$ cat src/rtl/core/nns_pkg.sv
package nns_pkg;

    localparam int COORD_W   = 12;
    localparam int SIDE_W    = 13;
    localparam int CHAN_W    = 3;
    localparam int OFF_W     = 26;
    localparam int PROD_W    = COORD_W + SIDE_W;
    localparam int DIV_STEPS = COORD_W;
    localparam int MAX_SIDE  = 4096;
    localparam int MAX_CHAN  = 4;
    localparam int CFG_IDX_W = 3;

    // configuration register indexes
    typedef enum logic [CFG_IDX_W-1:0] {
        CFG_SRC_WIDTH   = 3'd0,
        CFG_SRC_HEIGHT  = 3'd1,
        CFG_DST_WIDTH   = 3'd2,
        CFG_DST_HEIGHT  = 3'd3,
        CFG_PIXEL_BYTES = 3'd4
    } t_cfg_idx;

    // one axis of the division in flight
    typedef struct packed {
        logic               clamp;
        logic [SIDE_W-1:0]  rem;
        logic [COORD_W-1:0] low;
        logic [COORD_W-1:0] quo;
    } t_axis;

    // word handed from cell to cell
    typedef struct packed {
        logic  valid;
        logic  oor;
        t_axis ax_x;
        t_axis ax_y;
    } t_cell_word;

    // size register as used: zero reads as one, oversize as the maximum
    function automatic logic [SIDE_W-1:0] eff_side(input logic [SIDE_W-1:0] v);
        logic [SIDE_W-1:0] r;
        if (v == '0) begin
            r = SIDE_W'(1);
        end else if (v > SIDE_W'(MAX_SIDE)) begin
            r = SIDE_W'(MAX_SIDE);
        end else begin
            r = v;
        end
        return r;
    endfunction

    // channel count as used: zero reads as one, above four as four
    function automatic logic [CHAN_W-1:0] eff_chan(input logic [CHAN_W-1:0] v);
        logic [CHAN_W-1:0] r;
        if (v == '0) begin
            r = CHAN_W'(1);
        end else if (v > CHAN_W'(MAX_CHAN)) begin
            r = CHAN_W'(MAX_CHAN);
        end else begin
            r = v;
        end
        return r;
    endfunction

endpackage

$ cat src/rtl/core/nns_front.sv
module nns_front
    import nns_pkg::*;
(
    input  logic               i_clk,
    input  logic               i_rst_n,
    input  logic               i_take,
    input  logic [COORD_W-1:0] i_dst_col,
    input  logic [COORD_W-1:0] i_dst_row,
    input  logic [SIDE_W-1:0]  i_sw,
    input  logic [SIDE_W-1:0]  i_sh,
    input  logic [SIDE_W-1:0]  i_dw,
    input  logic [SIDE_W-1:0]  i_dh,
    output t_cell_word         o_word
);

    logic              r_valid;
    logic              r_oor;
    logic              r_clamp_x;
    logic              r_clamp_y;
    logic [PROD_W-1:0] r_num_x;
    logic [PROD_W-1:0] r_num_y;

    // valid bit
    always_ff @(posedge i_clk) begin
        if (!i_rst_n) begin
            r_valid <= 1'b0;
        end else begin
            r_valid <= i_take;
        end
    end

    // dividends and range flags; a coordinate at or past the destination
    // size always maps past the last source pixel, so it is clamped
    always_ff @(posedge i_clk) begin
        r_num_x   <= PROD_W'(i_dst_col) * PROD_W'(i_sw);
        r_num_y   <= PROD_W'(i_dst_row) * PROD_W'(i_sh);
        r_clamp_x <= SIDE_W'(i_dst_col) >= i_dw;
        r_clamp_y <= SIDE_W'(i_dst_row) >= i_dh;
        r_oor     <= (SIDE_W'(i_dst_col) >= i_dw) || (SIDE_W'(i_dst_row) >= i_dh);
    end

    // the upper dividend bits seed the partial remainder
    always_comb begin
        o_word.valid      = r_valid;
        o_word.oor        = r_oor;
        o_word.ax_x.clamp = r_clamp_x;
        o_word.ax_x.rem   = SIDE_W'(r_num_x[PROD_W-2:COORD_W]);
        o_word.ax_x.low   = r_num_x[COORD_W-1:0];
        o_word.ax_x.quo   = '0;
        o_word.ax_y.clamp = r_clamp_y;
        o_word.ax_y.rem   = SIDE_W'(r_num_y[PROD_W-2:COORD_W]);
        o_word.ax_y.low   = r_num_y[COORD_W-1:0];
        o_word.ax_y.quo   = '0;
    end

endmodule

$ cat src/rtl/core/nns_cell.sv
module nns_cell
    import nns_pkg::*;
(
    input  logic              i_clk,
    input  logic              i_rst_n,
    input  t_cell_word        i_word,
    input  logic [SIDE_W-1:0] i_div_x,
    input  logic [SIDE_W-1:0] i_div_y,
    output t_cell_word        o_word
);

    t_cell_word r_word;
    t_cell_word n_word;

    // one restoring division step: shift in the next dividend bit
    function automatic t_axis div_step(input t_axis a, input logic [SIDE_W-1:0] d);
        t_axis             r;
        logic [SIDE_W:0]   t;
        logic              ge;
        t  = {a.rem, a.low[COORD_W-1]};
        ge = t >= {1'b0, d};
        r.clamp = a.clamp;
        r.low   = {a.low[COORD_W-2:0], 1'b0};
        r.quo   = {a.quo[COORD_W-2:0], ge};
        r.rem   = ge ? SIDE_W'(t - {1'b0, d}) : SIDE_W'(t);
        return r;
    endfunction

    // step both axes
    always_comb begin
        n_word.valid = i_word.valid;
        n_word.oor   = i_word.oor;
        n_word.ax_x  = div_step(i_word.ax_x, i_div_x);
        n_word.ax_y  = div_step(i_word.ax_y, i_div_y);
    end

    // valid bit
    always_ff @(posedge i_clk) begin
        if (!i_rst_n) begin
            r_word.valid <= 1'b0;
        end else begin
            r_word.valid <= n_word.valid;
        end
    end

    // payload
    always_ff @(posedge i_clk) begin
        r_word.oor  <= n_word.oor;
        r_word.ax_x <= n_word.ax_x;
        r_word.ax_y <= n_word.ax_y;
    end

    assign o_word = r_word;

endmodule

$ cat src/rtl/core/nns_back.sv
module nns_back
    import nns_pkg::*;
(
    input  logic               i_clk,
    input  logic               i_rst_n,
    input  t_cell_word         i_word,
    input  logic [SIDE_W-1:0]  i_sw,
    input  logic [SIDE_W-1:0]  i_sh,
    input  logic [CHAN_W-1:0]  i_ch,
    output logic               o_valid,
    output logic [COORD_W-1:0] o_src_col,
    output logic [COORD_W-1:0] o_src_row,
    output logic [OFF_W-1:0]   o_src_offset,
    output logic               o_out_of_range
);

    logic [COORD_W-1:0] col;
    logic [COORD_W-1:0] row;

    logic               r_p_valid;
    logic               r_p_oor;
    logic [COORD_W-1:0] r_p_col;
    logic [COORD_W-1:0] r_p_row;
    logic [PROD_W-1:0]  r_p_prod;

    logic [PROD_W-1:0]  sum;

    logic               r_valid;
    logic               r_oor;
    logic [COORD_W-1:0] r_col;
    logic [COORD_W-1:0] r_row;
    logic [OFF_W-1:0]   r_off;

    // clamp to the last source column and row
    assign col = i_word.ax_x.clamp ? COORD_W'(i_sw - SIDE_W'(1)) : i_word.ax_x.quo;
    assign row = i_word.ax_y.clamp ? COORD_W'(i_sh - SIDE_W'(1)) : i_word.ax_y.quo;

    // valid bits
    always_ff @(posedge i_clk) begin
        if (!i_rst_n) begin
            r_p_valid <= 1'b0;
            r_valid   <= 1'b0;
        end else begin
            r_p_valid <= i_word.valid;
            r_valid   <= r_p_valid;
        end
    end

    // row start in pixels
    always_ff @(posedge i_clk) begin
        r_p_oor  <= i_word.oor;
        r_p_col  <= col;
        r_p_row  <= row;
        r_p_prod <= PROD_W'(row) * PROD_W'(i_sw);
    end

    assign sum = r_p_prod + PROD_W'(r_p_col);

    // byte offset, scaled by the small channel count
    always_ff @(posedge i_clk) begin
        r_oor <= r_p_oor;
        r_col <= r_p_col;
        r_row <= r_p_row;
        r_off <= OFF_W'(sum) * OFF_W'(i_ch);
    end

    assign o_valid        = r_valid;
    assign o_out_of_range = r_oor;
    assign o_src_col      = r_col;
    assign o_src_row      = r_row;
    assign o_src_offset   = r_off;

endmodule

$ cat src/rtl/core/nearest_neighbour_scale_address.sv
// nearest-neighbor scaling address generator
//
// input: a destination coordinate on i_dst_col / i_dst_row is taken at each
// rising edge with start high and busy low. busy is always low, so a new
// coordinate may be given in every cycle: one word per clock, sustained.
//
// output: o_valid is high for exactly one cycle with o_src_col, o_src_row,
// o_src_offset and o_out_of_range. results come back in order, through
// fifteen register stages: one behind the dividend multipliers, twelve for
// the chain of division cells (one quotient bit per cell), two for the
// offset multiply and add. the receiver cannot stall.
//
// configuration: i_cfg_valid / o_cfg_ready with i_cfg_index and i_cfg_data;
// o_cfg_ready is always high. the user must make writes only while no coordinate
// is in flight; the block does not enforce it. unknown indexes are ignored.
//
// reset (synchronous, active low) sets all sizes and the channel count to
// one and drops every word in flight.
module nearest_neighbour_scale_address
    import nns_pkg::*;
(
    input  logic                 i_clk,
    input  logic                 i_rst_n,
    input  logic                 start,
    output logic                 busy,
    input  logic [COORD_W-1:0]   i_dst_col,
    input  logic [COORD_W-1:0]   i_dst_row,
    output logic                 o_valid,
    output logic [COORD_W-1:0]   o_src_col,
    output logic [COORD_W-1:0]   o_src_row,
    output logic [OFF_W-1:0]     o_src_offset,
    output logic                 o_out_of_range,
    input  logic                 i_cfg_valid,
    output logic                 o_cfg_ready,
    input  logic [CFG_IDX_W-1:0] i_cfg_index,
    input  logic [SIDE_W-1:0]    i_cfg_data
);

    logic [SIDE_W-1:0] r_src_width;
    logic [SIDE_W-1:0] r_src_height;
    logic [SIDE_W-1:0] r_dst_width;
    logic [SIDE_W-1:0] r_dst_height;
    logic [CHAN_W-1:0] r_pixel_bytes;

    logic [SIDE_W-1:0] sw;
    logic [SIDE_W-1:0] sh;
    logic [SIDE_W-1:0] dw;
    logic [SIDE_W-1:0] dh;
    logic [CHAN_W-1:0] ch;

    t_cell_word chain [0:DIV_STEPS];

    assign busy        = 1'b0;
    assign o_cfg_ready = 1'b1;

    // configuration registers
    always_ff @(posedge i_clk) begin
        if (!i_rst_n) begin
            r_src_width   <= SIDE_W'(1);
            r_src_height  <= SIDE_W'(1);
            r_dst_width   <= SIDE_W'(1);
            r_dst_height  <= SIDE_W'(1);
            r_pixel_bytes <= CHAN_W'(1);
        end else if (i_cfg_valid && o_cfg_ready) begin
            unique case (i_cfg_index)
                CFG_SRC_WIDTH:   r_src_width   <= i_cfg_data;
                CFG_SRC_HEIGHT:  r_src_height  <= i_cfg_data;
                CFG_DST_WIDTH:   r_dst_width   <= i_cfg_data;
                CFG_DST_HEIGHT:  r_dst_height  <= i_cfg_data;
                CFG_PIXEL_BYTES: r_pixel_bytes <= i_cfg_data[CHAN_W-1:0];
                default: ;
            endcase
        end
    end

    // sizes as used
    assign sw = eff_side(r_src_width);
    assign sh = eff_side(r_src_height);
    assign dw = eff_side(r_dst_width);
    assign dh = eff_side(r_dst_height);
    assign ch = eff_chan(r_pixel_bytes);

    nns_front u_front (
        .i_clk     (i_clk),
        .i_rst_n   (i_rst_n),
        .i_take    (start && !busy),
        .i_dst_col (i_dst_col),
        .i_dst_row (i_dst_row),
        .i_sw      (sw),
        .i_sh      (sh),
        .i_dw      (dw),
        .i_dh      (dh),
        .o_word    (chain[0])
    );

    // division chain, one quotient bit per cell
    for (genvar g = 0; g < DIV_STEPS; g++) begin : g_cell
        nns_cell u_cell (
            .i_clk   (i_clk),
            .i_rst_n (i_rst_n),
            .i_word  (chain[g]),
            .i_div_x (dw),
            .i_div_y (dh),
            .o_word  (chain[g+1])
        );
    end

    nns_back u_back (
        .i_clk          (i_clk),
        .i_rst_n        (i_rst_n),
        .i_word         (chain[DIV_STEPS]),
        .i_sw           (sw),
        .i_sh           (sh),
        .i_ch           (ch),
        .o_valid        (o_valid),
        .o_src_col      (o_src_col),
        .o_src_row      (o_src_row),
        .o_src_offset   (o_src_offset),
        .o_out_of_range (o_out_of_range)
    );

endmodule
$ cat config.mk
export PLATFORM = sky130hd
export DESIGN_NAME = nearest_neighbour_scale_address
export DESIGN_NICKNAME = d
export VERILOG_FILES = /design/src/rtl/core/nns_pkg.sv /design/src/rtl/core/nns_front.sv /design/src/rtl/core/nns_cell.sv /design/src/rtl/core/nns_back.sv /design/src/rtl/core/nearest_neighbour_scale_address.sv
export SDC_FILE = /design/constraint.sdc
export NUM_CORES = 2
export LEC_CHECK = 0
export ABC_AREA = 1
export BUFFER_PORTS_ARGS = -buffer_cell sky130_fd_sc_hd__buf_2
export CORE_UTILIZATION = 39
export DETAILED_ROUTE_END_ITERATION = 6
export PLACE_DENSITY = 0.65
export SLEW_MARGIN = 20
export SYNTH_ARGS = -nofsm -noshare
export SYNTH_HDL_FRONTEND = slang
export SYNTH_SLANG_ARGS = --single-unit
$ cat constraint.sdc
create_clock -name i_clk -period 5.7 [get_ports i_clk]
set_input_delay 0.57 -clock i_clk [delete_from_list [all_inputs] [get_ports i_clk]]
set_output_delay 0.57 -clock i_clk [all_outputs]
set_load 0.005 [all_outputs]
==> summary.md <==
| Metric | Value |
|---|---|
| Status | finished, violations left |
| Failing checks | DRC, setup timing |
| Tot Pwr | 31.9 mW |
| CTS tree | done |
| TritonCTS Buffers | 92 |
| Std-Cell Rows | between 100 and 150 |
| Largest net degree at the start of global routing | between 40 and 50 |
| FF-to-FF Start | r_src_height[2] |
| Initial core utilization | 39.4% |
| Layout net count | roughly 8k |
| LEAKAGE | around 31 nW |
| Sequential power share | a little under 30% |
| Routed via count | 45.3k |
| Post-synthesis sequential area ratio | 30.3% |
| Worst Path Required | 6.30 ns |
| Yosys reg bits | ~830 |
| Synth top area cells | dfxtp_1 (30%), fa_1 (14%), ha_1 (13%), nand2_1 (9.3%), inv_1 (7.1%) |
| Clock period minus worst slack | about 5.7 ns |
| Mean Syn Cell Area | about 8.0 sq um |
| Worst hold path type | primary input to register |
| Worst Skew | about 0.057 ns |
| TritonCTS Sinks | 832 |
| Max-slew headroom | 21.8% |
| Max_cap viols | 0 |
| Most used cell, CP | fa_1 |
| Share of the core filled with cells | a little under half |
| Layout area overhead | 16.0% |
| Critical path startpoint | r_src_height[2] |
| Kind of launch point of the worst setup path | register |
| Input/output buffers | 95 |
| Synth cell types | between 50 and 60 |
| Die area | 142000 sq um |
| Antenna viol nets, final | 0 |
| Mapped Area | ~55000 sq um |
| Final GP Congestion | ~0.91 |
| Gr ovfl total | 0 |
| Final worst slack | -0.0353 ns |
| Final hold vios | 0 |
| CP peak stage delay | ~0.56 ns |
| CORE AREA | 140000 sq um |
| Design Area, Final | between 60000 and 70000 sq um |
| Yosys warning count | 0 |
| Multi-input logic area | approximately 35000 sq um |
| P_int | roughly 18 mW |
| Combinational power share | around half |
| Fill count | roughly 14k |
| PD cells | 501 nW/um^2 |
| RSZ-0062 raised after global routing | true |
| Die Width | roughly 380 um |
| Layout cells sized above 1 | between 10% and 20% |
| Hold_ws | approximately 0.23 ns |
| Ports | 98 |
| Syn nets | slightly below 8k |
| Finished Layout Cells | ~9k |
| First-pass GRT wire length | between 200 and 250 mm |
| Drt total wl | around 150 mm |
| CTS max path bufs | 3 |
| Highest Clock Rate | between 150 and 200 MHz |
| Die Ht | 377 um |
| Placed instance area | slightly below 60000 sq um |
| Post-Place Cells | just under 9k |
| HP Start | i_cfg_data[0] |
| Post-synth ARST share | 0% |
| Switching Share | 42.9% |
| Pre-CTS setup slack | -0.236 ns |
| Dominant synthesized flop cell | dfxtp_1 |
| Remaining DRCs | 1 |
| Worst setup EP type | register |
| Number of global-route vias before repair | approximately 44k |
| H-Tree Depth | 3 |
| CP Class | register to register |
| Clock transition at path regs | 0.06 ns |
| Worst Tran Pin Value | about 1.2 ns |
| Register area | about 17000 sq um |
| CP max-delay cell | fa_1 |
| Clock Tree Root | clkbuf_16 |
| Clk_lat worst skew | about 0.73 ns |
| Net switching power | around 14 mW |
| DRT iter0 DRCs | roughly 2.8k |
| 1st-pass router iterations | 7 |
| GRT Total Usage | 20.6% |
| Crit path arrival time | 6.34 ns |
| # setup viols final | 2 |
| Initial antenna violation count | 18 |
| Setup TNS | -0.0381 ns |
| Top-area cell type share of the netlist area | a little under a third |
| Routed WL per cell | about 16 um |
| Post-route clock period utilization | 101% |
| Vias/cell | around 5 |
| Max FO, Critical Path | 6 |
| Pins Over Slew Limit | 0 |
| Post-DP HPWL | ~120 mm |
| Worst IR Drop VDD | slightly below 0.0003 V |
| Syn Inst Count | 6849 |
| Largest area contributor in the netlist | dfxtp_1 |
| Clk network pwr share | 20.0% |
| Post-synth EDFFs | 0 |
## cells in the mapped netlist, types with 3 or more instances
cell	count
a211oi_1	6
a21boi_0	3
a21o_1	57
a21oi_1	339
a221oi_1	43
a31oi_1	13
and2_1	4
buf_2	17
buf_4	43
buf_6	4
clkbuf_1	66
clkinv_1	14
dfxtp_1	832
fa_1	375
ha_1	557
inv_1	1032
inv_2	7
nand2_1	1362
nand2_2	13
nand2_4	5
nand3_1	307
nand3_2	24
nand3b_1	5
nand4_1	63
nor2_1	616
nor2_2	7
nor3_1	46
nor4_1	13
o2111ai_1	3
o211a_1	3
o211ai_1	6
o21a_1	10
o21ai_0	540
o21bai_1	11
or2_2	50
xnor2_1	109
xor2_1	224
## layout by cell type (no fill, tap or decap), drive strengths merged, types with 2 or more instances in the layout
cell,instances
nand2,1381
inv,1050
dfxtp,832
nor2,623
ha,557
o21ai,542
fa,375
buf,373
a21oi,339
nand3,331
xor2,224
xnor2,109
clkbuf,108
nand4,63
a21o,57
or2,51
nor3,46
a221oi,43
clkinv,35
clkinvlp,16
bufinv,14
a31oi,13
nor4,13
o21bai,11
o21a,10
o211ai,8
a211oi,6
diode,5
nand3b,5
and2,4
a21boi,4
o211a,3
o2111ai,3
and3,2
o41ai,2
o31ai,2
conb,2
## logic make-up (layout without fill, tap and decap cells)
group	after synthesis	after routing	synth area share, %
other	2	7	0.0137
XOR/XNOR	333	333	5.31
AND/OR/NAND/NOR	2519	2520	19.1
adder cells (fa/ha/maj)	932	932	26.4
AO/OA/AOI/OAI	1046	1046	10.4
flip-flops	832	832	30.3
buffers and inverters	1185	1597	8.49
## power groups by stage
stage | sequential (mW) | clock [mW] | combinational, mW
after floorplan | 8.88 | 0 | 12.3
after global placement | 9.40 | 0 | 15.4
after detailed placement | 9.41 | 0 | 15.6
after CTS | 9.32 | 6.55 | 15.9
after global routing | 9.51 | 6.77 | 18.6
final | 9.32 | 6.38 | 16.2
## state kept, by name, indices dropped and copies added, names as in the netlist, 3 cells and up
signal / cells
r_dst_width: 13
r_pixel_bytes: 3
g_cell.u_cell.o_word: 622
u_front.r_num_y: 24
u_back.o_src_row: 12
u_back.r_p_col: 12
u_back.r_p_row: 12
u_back.o_src_offset: 26
r_src_height: 13
r_src_width: 13
r_dst_height: 13
u_front.r_num_x: 24
u_back.r_p_prod: 25
u_back.o_src_col: 12
## metal layers
metal | vias up | GRT usage (%) | share of wire [%]
li1 | 22603 | - | -
met4 | 14 | 5.81 | 2.4
met3 | 226 | 4.06 | 6.5
met2 | 1161 | 32.9 | 45
met5 | - | 0 | 0.060
met1 | 21282 | 28.2 | 46
## worst max-delay path, delay by kind of cell, from the launching register on
kind	cells	cell delay [ns]
flops	1	0.33
fa+ha+maj	7	3.05
simple gates	13	1.23
buf+inv	7	0.64
compound gates	2	0.22
xor+xnor	1	0.16
## worst paths after layout
path / to / slack, ns / cells past startpoint
setup / recovery: u_back.r_p_prod[17] / -0.04 / 30
hold / removal: r_src_height[0] / 0.23 / 3
setup reg to reg: u_back.r_p_prod[17] / -0.04 / 30
hold reg to reg: g_cell[9].u_cell.o_word[60] / 0.30 / 0
## layout make-up
cell class / count / area share [%]
flip-flops and latches: 832 / 26.1
multi-input cells: 4833 / 54.5
clock inverters: 62 / 1.34
diodes: 5 / 0.0196
well taps: 1876 / 3.68
inverters: 1053 / 6.24
clock buffers: 108 / 3.82
repair buffers: 374 / 4.26
## repair_timing
item                                    in CTS  in global routing
cloned                                       0                  1
hold buffers                                 1                  0
endpoints found under the setup margin      26                 41
pin swaps                                   21                129
endpoints found under the hold margin        1                  0
resized for setup                           54                242
buffers inserted                             2                 36
(Power assumes the default switching activity.)
